$ cat src/rtl/dscc_pkg.sv
package dscc_pkg;

  localparam logic [63:0] FNV_BASIS = 64'hCBF29CE484222325;
  localparam logic [31:0] CRC_POLY  = 32'hEDB88320;
  localparam logic [31:0] CRC_INIT  = 32'hFFFFFFFF;
  localparam logic [15:0] ADLER_MOD = 16'd65521;

  localparam logic KIND_DATA  = 1'b0;
  localparam logic KIND_CHECK = 1'b1;

  typedef struct packed {
    logic        kind;
    logic [7:0]  data_byte;
    logic        use_fnv;
    logic [63:0] expected_sum;
  } in_item_t;

  typedef struct packed {
    logic [63:0] fnv_digest;
    logic [63:0] fast_digest;
    logic        match;
  } out_item_t;

  typedef struct packed {
    logic fold;
    logic clear;
  } sum_ctl_t;

  typedef struct packed {
    logic [63:0] fnv;
    logic [63:0] fast;
  } digest_t;

endpackage

$ cat src/rtl/dscc_sums.sv
module dscc_sums
  import dscc_pkg::*;
(
  input  logic       clk,
  input  logic       rst,
  input  sum_ctl_t   ctl,
  input  logic [7:0] data_byte,
  output digest_t    digest
);

  logic [63:0] fnv_sum, fnv_sum_next;
  logic [31:0] crc_reg, crc_reg_next;
  logic [15:0] adler_low, adler_low_next;
  logic [15:0] adler_high, adler_high_next;

  logic [63:0] fnv_x;
  logic [31:0] crc_c;
  logic [16:0] lo_sum;
  logic [16:0] hi_sum;

  // FNV prime is 2^40 + 0x1B3, so the multiply is a sum of shifts
  always_comb begin
    fnv_x = fnv_sum ^ {56'd0, data_byte};
    fnv_sum_next = (fnv_x << 40) + (fnv_x << 8) + (fnv_x << 7) + (fnv_x << 5)
                 + (fnv_x << 4) + (fnv_x << 1) + fnv_x;
  end

  always_comb begin
    crc_c = crc_reg ^ {24'd0, data_byte};
    for (int i = 0; i < 8; i++) begin
      if (crc_c[0]) begin
        crc_c = (crc_c >> 1) ^ CRC_POLY;
      end else begin
        crc_c = crc_c >> 1;
      end
    end
    crc_reg_next = crc_c;
  end

  // both sums stay below the modulus, so one conditional subtract suffices
  always_comb begin
    lo_sum = {1'b0, adler_low} + {9'd0, data_byte};
    if (lo_sum >= {1'b0, ADLER_MOD}) begin
      lo_sum = lo_sum - {1'b0, ADLER_MOD};
    end
    adler_low_next = lo_sum[15:0];
    hi_sum = {1'b0, adler_high} + {1'b0, adler_low_next};
    if (hi_sum >= {1'b0, ADLER_MOD}) begin
      hi_sum = hi_sum - {1'b0, ADLER_MOD};
    end
    adler_high_next = hi_sum[15:0];
  end

  always_ff @(posedge clk) begin
    if (rst || ctl.clear) begin
      fnv_sum    <= FNV_BASIS;
      crc_reg    <= CRC_INIT;
      adler_low  <= 16'd1;
      adler_high <= 16'd0;
    end else if (ctl.fold) begin
      fnv_sum    <= fnv_sum_next;
      crc_reg    <= crc_reg_next;
      adler_low  <= adler_low_next;
      adler_high <= adler_high_next;
    end
  end

  assign digest.fnv  = fnv_sum;
  assign digest.fast = {~crc_reg, adler_high, adler_low};

  a_adler_range: assert property (@(posedge clk) disable iff (rst)
    adler_low < ADLER_MOD && adler_high < ADLER_MOD)
    else $error("adler sums out of range");

  a_clear_restores: assert property (@(posedge clk) disable iff (rst)
    ctl.clear |=> fnv_sum == FNV_BASIS && crc_reg == CRC_INIT
                  && adler_low == 16'd1 && adler_high == 16'd0)
    else $error("sums not restored after check");

  a_ctl_exclusive: assert property (@(posedge clk) disable iff (rst)
    !(ctl.fold && ctl.clear))
    else $error("fold and clear together");

endmodule

$ cat config.mk
export PLATFORM = sky130hd
export DESIGN_NAME = dscc_sums
export DESIGN_NICKNAME = d
export VERILOG_FILES = /design/src/rtl/dscc_pkg.sv /design/src/rtl/dscc_sums.sv
export SDC_FILE = /design/constraint.sdc
export NUM_CORES = 1
export LEC_CHECK = 0
export BUFFER_PORTS_ARGS = -buffer_cell sky130_fd_sc_hd__buf_2
export CORE_ASPECT_RATIO = 0.9
export CORE_MARGIN = 2
export CORE_UTILIZATION = 60
export DETAILED_ROUTE_END_ITERATION = 6
export PLACE_DENSITY = 0.85
export SETUP_SLACK_MARGIN = 0.1
export SKIP_LAST_GASP = 1
export SYNTH_ARGS = -nofsm -noshare
export SYNTH_HDL_FRONTEND = slang
export SYNTH_SLANG_ARGS = --single-unit
$ cat constraint.sdc
create_clock -name clk -period 21 [get_ports clk]
set_input_delay 4.2 -clock clk [delete_from_list [all_inputs] [get_ports clk]]
set_output_delay 4.2 -clock clk [all_outputs]
set_load 0.02 [all_outputs]
# Word-level counts from Yosys, hierarchy flattened
# Index checks and enable logic that the tools add are counted.
# word_totals
memories	0
input_bits	12
ram_bits	0
romBits	0
reg_bits	128
latchBits	0
output_inout_bits	128
wordCells	38
# op_classes
n_mul	0
order_cmp	2
n_reduce_logical	1
div	0
n_shift	0
muxes	10
n_addsub	10
bitwise_logic	11
eq_ne	0
# ops
operator	count
adder 64 bit	6
2-to-1 mux 32 bit	8
inverter 13 -> 14 bit	8
bitwise XOR 64 x 8 -> 64 bit	1
greater-or-equal comparator 17 x 16 -> 1 bit (second input constant)	2
2-to-1 mux 16 bit	2
inverter 32 bit	1
subtractor 16 bit (second input constant)	2
bitwise XOR 32 x 8 -> 32 bit	1
adder 16 x 16 -> 17 bit	1
adder 16 x 8 -> 17 bit	1
logical OR 1 bit	1

# Logic depth before layout (Yosys ltp)
# logic_depth
word_depth	17
depth_mapped	27
depth_no_buf	25

# Least setup slack after synthesis
# Ideal clock, no wire load.
# synth_timing
path_kind	input-to-reg
start	in data_byte[0]
end	reg adler_high[5]
path_slack_ns	11.014
setup_time_ns	0.087
required_time_ns	20.913
t_arrival_ns	9.899
stages	25
n_path_buf	1
cell_sequence	ha_1 > inv_1 > fa_1 > nor2b_1 > o21ai_0 > a21boi_1 > o31ai_1 > a21oi_1 > xnor2_1 > nor4_2 > a21oi_1 > o21a_1 > or2_2 > ha_1 > and3b_1 > buf_6 > or2_4 > or4b_4 > a31o_1 > nor4b_4 > nand4_4 > o31ai_4 > a31oi_1 > o31a_1 > o31ai_1
# synth_via
elab_chain_cells	6
word_cells_on_any_way	8
classes_between	add/sub: 4; order compare: 2; mux: 2
# synth_rtl
element	line_no	text
from (decl)	dscc_sums.sv:7	input logic [7:0] data_byte,
adder 16 x 8 -> 17 bit *	dscc_sums.sv:42	lo_sum = {1'b0, adler_low} + {9'd0, data_byte};
subtractor 16 bit or greater-or-equal comparator 17 x 16 -> 1 bit (tied branches)	dscc_sums.sv:44, dscc_sums.sv:43	
2-to-1 mux 16 bit *	dscc_sums.sv:43	if (lo_sum >= {1'b0, ADLER_MOD}) begin
net lo_sum[2]	dscc_sums.sv:18	logic [16:0] lo_sum;
adder 16 x 16 -> 17 bit *	dscc_sums.sv:47	hi_sum = {1'b0, adler_high} + {1'b0, adler_low_next};
subtractor 16 bit or greater-or-equal comparator 17 x 16 -> 1 bit (tied branches)	dscc_sums.sv:49, dscc_sums.sv:48	
2-to-1 mux 16 bit *	dscc_sums.sv:48	if (hi_sum >= {1'b0, ADLER_MOD}) begin
to (signal assigned)	dscc_sums.sv:64	adler_high <= adler_high_next;
to (decl)	dscc_sums.sv:14	logic [15:0] adler_high, adler_high_next;
# The timed path passes the listed nets; every way through them passes the cells marked *.
# A chain may end at the register's enable or synchronous reset.

# Worst setup path after layout
# layout_timing
start	in data_byte[0]
end	reg adler_high[14]
# The elaborated chain is that of the path after synthesis.

==> reports/qor.yml <==
yosys:
  synth_top_cell_area_share_pct: 29.6
  synth_area_leader_cell: "sky130_fd_sc_hd__fa_1"
  synth_ff_type: "sky130_fd_sc_hd__dfxtp_1"
  yosys.cell_types.count: 85
  syn-num-nets: 2239
  synth_enable_flop_cells: 0
  post_synth_instance_area_um2: 17100
  yosysSeqAreaShare_pct: 15.0
  post_synthesis_cells: 1838
  post_synth.cell_area_avg_um2: 9.30
  synth_seq_cells: 128
  post_synth_main_area_contributors: "sky130_fd_sc_hd__fa_1 (30%), sky130_fd_sc_hd__dfxtp_1 (15%), sky130_fd_sc_hd__ha_1 (10%)"
  synth_async_sr_flop_share_pct: 0
  synth-warning-count: 0
die:
  core_um2: 28000
  rows: 58
  die_w_um: 182
  floorplan.die.height_um: 164
  design.die.area_um2: 29900
  io_pins: 140
  start_util_pct: 61.0
placed_design:
  portBuffers: 139
  post-dp-hpwl_mm: 35.4
  post-place-cells: 2270
  gp_routability_congestion: 0.931
worst_hold_path:
  hold_path_class: "reg2reg"
  hp-start: "crc_reg[27]$_SDFFE_PP1P_"
drt:
  final_routed_wire_length_divided_by_cell_count_um: 19.9
  drt-total-wl_mm: 45.8
  viasPerCell: 6.14
  detail-route-antenna-nets: 0
  detail_route.first_pass.iterations: 5
  drcViolationCount: 0
  total_via_count_in_the_routed_design: 14143
  first_iter_violations: 1315
final_layout:
  area_growth_syn_to_layout_pct: 8.84
  drive_gt1_share_pct: 10.9
  finalNonFillerCells: 2302
  nNetsFinal: 2330
  largest_register_ff_count: 64
  insertedDiodeCount: 0
  utilization_pct: 66.4
outcome:
  run_status: "finished, final reports clean"
setup_path:
  cp_top_family: "simple AND/OR/NAND/NOR gates"
  crit_path_max_fanout: 11
  cp-startpoint: "data_byte[0]"
  end_kind: "flop"
  crit_top_cell: "sky130_fd_sc_hd__a21oi_1"
  critical_path.reg2reg.startpoint: "adler_low[0]$_SDFFE_PP1P_"
  critical-path-slowest-cell: "sky130_fd_sc_hd__o41ai_2"
  critical_path.max_stage_delay_ns: 0.93
  cp_num_buf_inv: 2
  worstPathRequired_ns: 21.29
  worst-endpoint-arrival_ns: 11.39
  setup.worst_path.class: "in2reg"
  worst_setup_path_start_kind: "input pin"
sta:
  worst_pin_slew_ns: 1.19
  grt_setup_unrepaired: "false"
  hold_slack_ns: 0.487
  final_min_period_over_clock_period_pct: 52.9
  setup-violations-final: 0
  max-slew-margin-rel_pct: 20.4
  report.final.hold_viol_count: 0
  fmax_mhz: 90.1
  finClkSkew_ns: 0.0168
  timing_max_transition_violations_final: 0
  final.setup.tns_ns: 0
  layout_min_cycle_time_ns: 11.10
global_route:
  via_count_of_the_first_global_routing_pass: 14532
  grt_use_total_pct: 32.1
  grt_first_pass_wirelength_mm: 75.6
  maximum_number_of_pins_on_one_net_before_global_route_repair: 94
  gr-total-overflow: 0
  number_of_antenna_violations_at_the_first_check_in_global_routing: 0
clock_network:
  tritoncts: "built"
  cts.repair.resized: 0
  clock_tree.htree_level_count: 4
  post_cts_repair_setup_buffers: 0
  cts_sinks: 128
  worstSkewPairLatency_ns: 0.44
  clock-root-buffer: "sky130_fd_sc_hd__clkbuf_16"
  clk_transition_reported_paths_ns: 0.06
  numCtsBuffers: 17
  hold_buffers: 0
  clk_path_buf_depth: 2
flow_run:
  cap_violations: 0
==> metal layers <==
layer / vias to the layer above / part of all wire (%) / global-route usage (%)
met5: - / 0 / 0
met4: 0 / 3.5 / 11.6
met3: 92 / 8.6 / 6.63
met2: 620 / 46 / 51.9
met1: 6990 / 42 / 43.2
li1: 6441 / - / -
==> synthesized netlist by cell type, types with 4 or more instances <==
| master | number |
|---|---|
| sky130_fd_sc_hd__o31ai_1 | 10 |
| sky130_fd_sc_hd__nor2_1 | 105 |
| sky130_fd_sc_hd__a21oi_1 | 107 |
| sky130_fd_sc_hd__nand4_1 | 26 |
| sky130_fd_sc_hd__nand3_1 | 44 |
| sky130_fd_sc_hd__a211o_1 | 7 |
| sky130_fd_sc_hd__o21a_1 | 19 |
| sky130_fd_sc_hd__or4_1 | 6 |
| sky130_fd_sc_hd__clkbuf_1 | 63 |
| sky130_fd_sc_hd__ha_1 | 136 |
| sky130_fd_sc_hd__a21boi_0 | 4 |
| sky130_fd_sc_hd__a211oi_1 | 15 |
| sky130_fd_sc_hd__nor2b_1 | 9 |
| sky130_fd_sc_hd__nor3_1 | 22 |
| sky130_fd_sc_hd__or2_2 | 9 |
| sky130_fd_sc_hd__xor2_1 | 48 |
| sky130_fd_sc_hd__a21o_1 | 48 |
| sky130_fd_sc_hd__and2_1 | 10 |
| sky130_fd_sc_hd__fa_1 | 253 |
| sky130_fd_sc_hd__nand2_1 | 103 |
| sky130_fd_sc_hd__a31o_2 | 4 |
| sky130_fd_sc_hd__a311o_1 | 5 |
| sky130_fd_sc_hd__a31oi_1 | 13 |
| sky130_fd_sc_hd__and3_1 | 9 |
| sky130_fd_sc_hd__mux2i_1 | 37 |
| sky130_fd_sc_hd__xnor2_1 | 123 |
| sky130_fd_sc_hd__or3_1 | 7 |
| sky130_fd_sc_hd__dfxtp_1 | 128 |
| sky130_fd_sc_hd__nor4_1 | 7 |
| sky130_fd_sc_hd__o211ai_1 | 43 |
| sky130_fd_sc_hd__o21ai_0 | 89 |
| sky130_fd_sc_hd__inv_1 | 224 |
| sky130_fd_sc_hd__nand2b_1 | 4 |
| sky130_fd_sc_hd__buf_1 | 6 |
| sky130_fd_sc_hd__a311oi_1 | 4 |
| sky130_fd_sc_hd__o21bai_1 | 12 |
==> metrics by stage <==
| stage | cell area [um2] | setup slack [ns] |
|---|---|---|
| 2_1_floorplan | 17100 | 11.01 |
| 3_3_place_gp | 18000 | 9.87 |
| 3_5_place_dp | 18000 | 9.67 |
| 4_1_cts | 18600 | 10.05 |
| 5_1_grt | 18600 | 9.25 |
| 6_report | 18600 | 9.90 |
==> area by class of cell <==
| class | instances | area (um2) |
|---|---|---|
| repair buffers | 145 | 747 |
| clock buffers | 18 | 439 |
| flip-flops and latches | 128 | 2560 |
| inverters | 225 | 845 |
| well taps | 360 | 450 |
| fillers | 2160 | 9400 |
| multi-input cells | 1412 | 13400 |
| clock inverters | 14 | 155 |
==> path summary, 6_finish.rpt <==
check / to / cells after the start / slack, ns
max: adler_high[14]$_SDFFE_PP0P_ / 25 / 9.90
max reg2reg: adler_high[14]$_SDFFE_PP0P_ / 24 / 13.44
min: crc_reg[27]$_SDFFE_PP1P_ / 2 / 0.49
min reg2reg: crc_reg[27]$_SDFFE_PP1P_ / 2 / 0.49
==> tightest hold or removal path, stage by stage (launching register included) <==
cell and delay (ns):
sky130_fd_sc_hd__dfxtp_1 0.33, sky130_fd_sc_hd__o21ai_0 0.07, sky130_fd_sc_hd__nand2_1 0.06
==> layout by cell type, fill, tap and decap left out, types with 89 or more instances in the layout <==
| master | count |
|---|---|
| sky130_fd_sc_hd__nor2_1 | 104 |
| sky130_fd_sc_hd__xnor2_1 | 123 |
| sky130_fd_sc_hd__inv_1 | 224 |
| sky130_fd_sc_hd__fa_1 | 253 |
| sky130_fd_sc_hd__buf_2 | 138 |
| sky130_fd_sc_hd__o21ai_0 | 89 |
| sky130_fd_sc_hd__dfxtp_1 | 128 |
| sky130_fd_sc_hd__a21oi_1 | 107 |
| sky130_fd_sc_hd__nand2_1 | 103 |
| sky130_fd_sc_hd__ha_1 | 136 |
==> logic make-up (layout without fill, tap and decap cells) <==
| family | after synthesis | in the layout | synth area share, % |
|---|---|---|---|
| buffers and inverters | 298 | 402 | 6.62 |
| flip-flops | 128 | 128 | 15.0 |
| adder cells (fa/ha/maj) | 389 | 389 | 39.6 |
| XOR/XNOR | 171 | 171 | 8.76 |
| AND/OR/NAND/NOR | 385 | 385 | 11.1 |
| multiplexers | 39 | 39 | 2.30 |
| AO/OA/AOI/OAI | 428 | 428 | 16.6 |
Power is left out: the tool's default activity adds up to more than one toggle a clock period on the data nets, which glitch-free logic cannot reach.
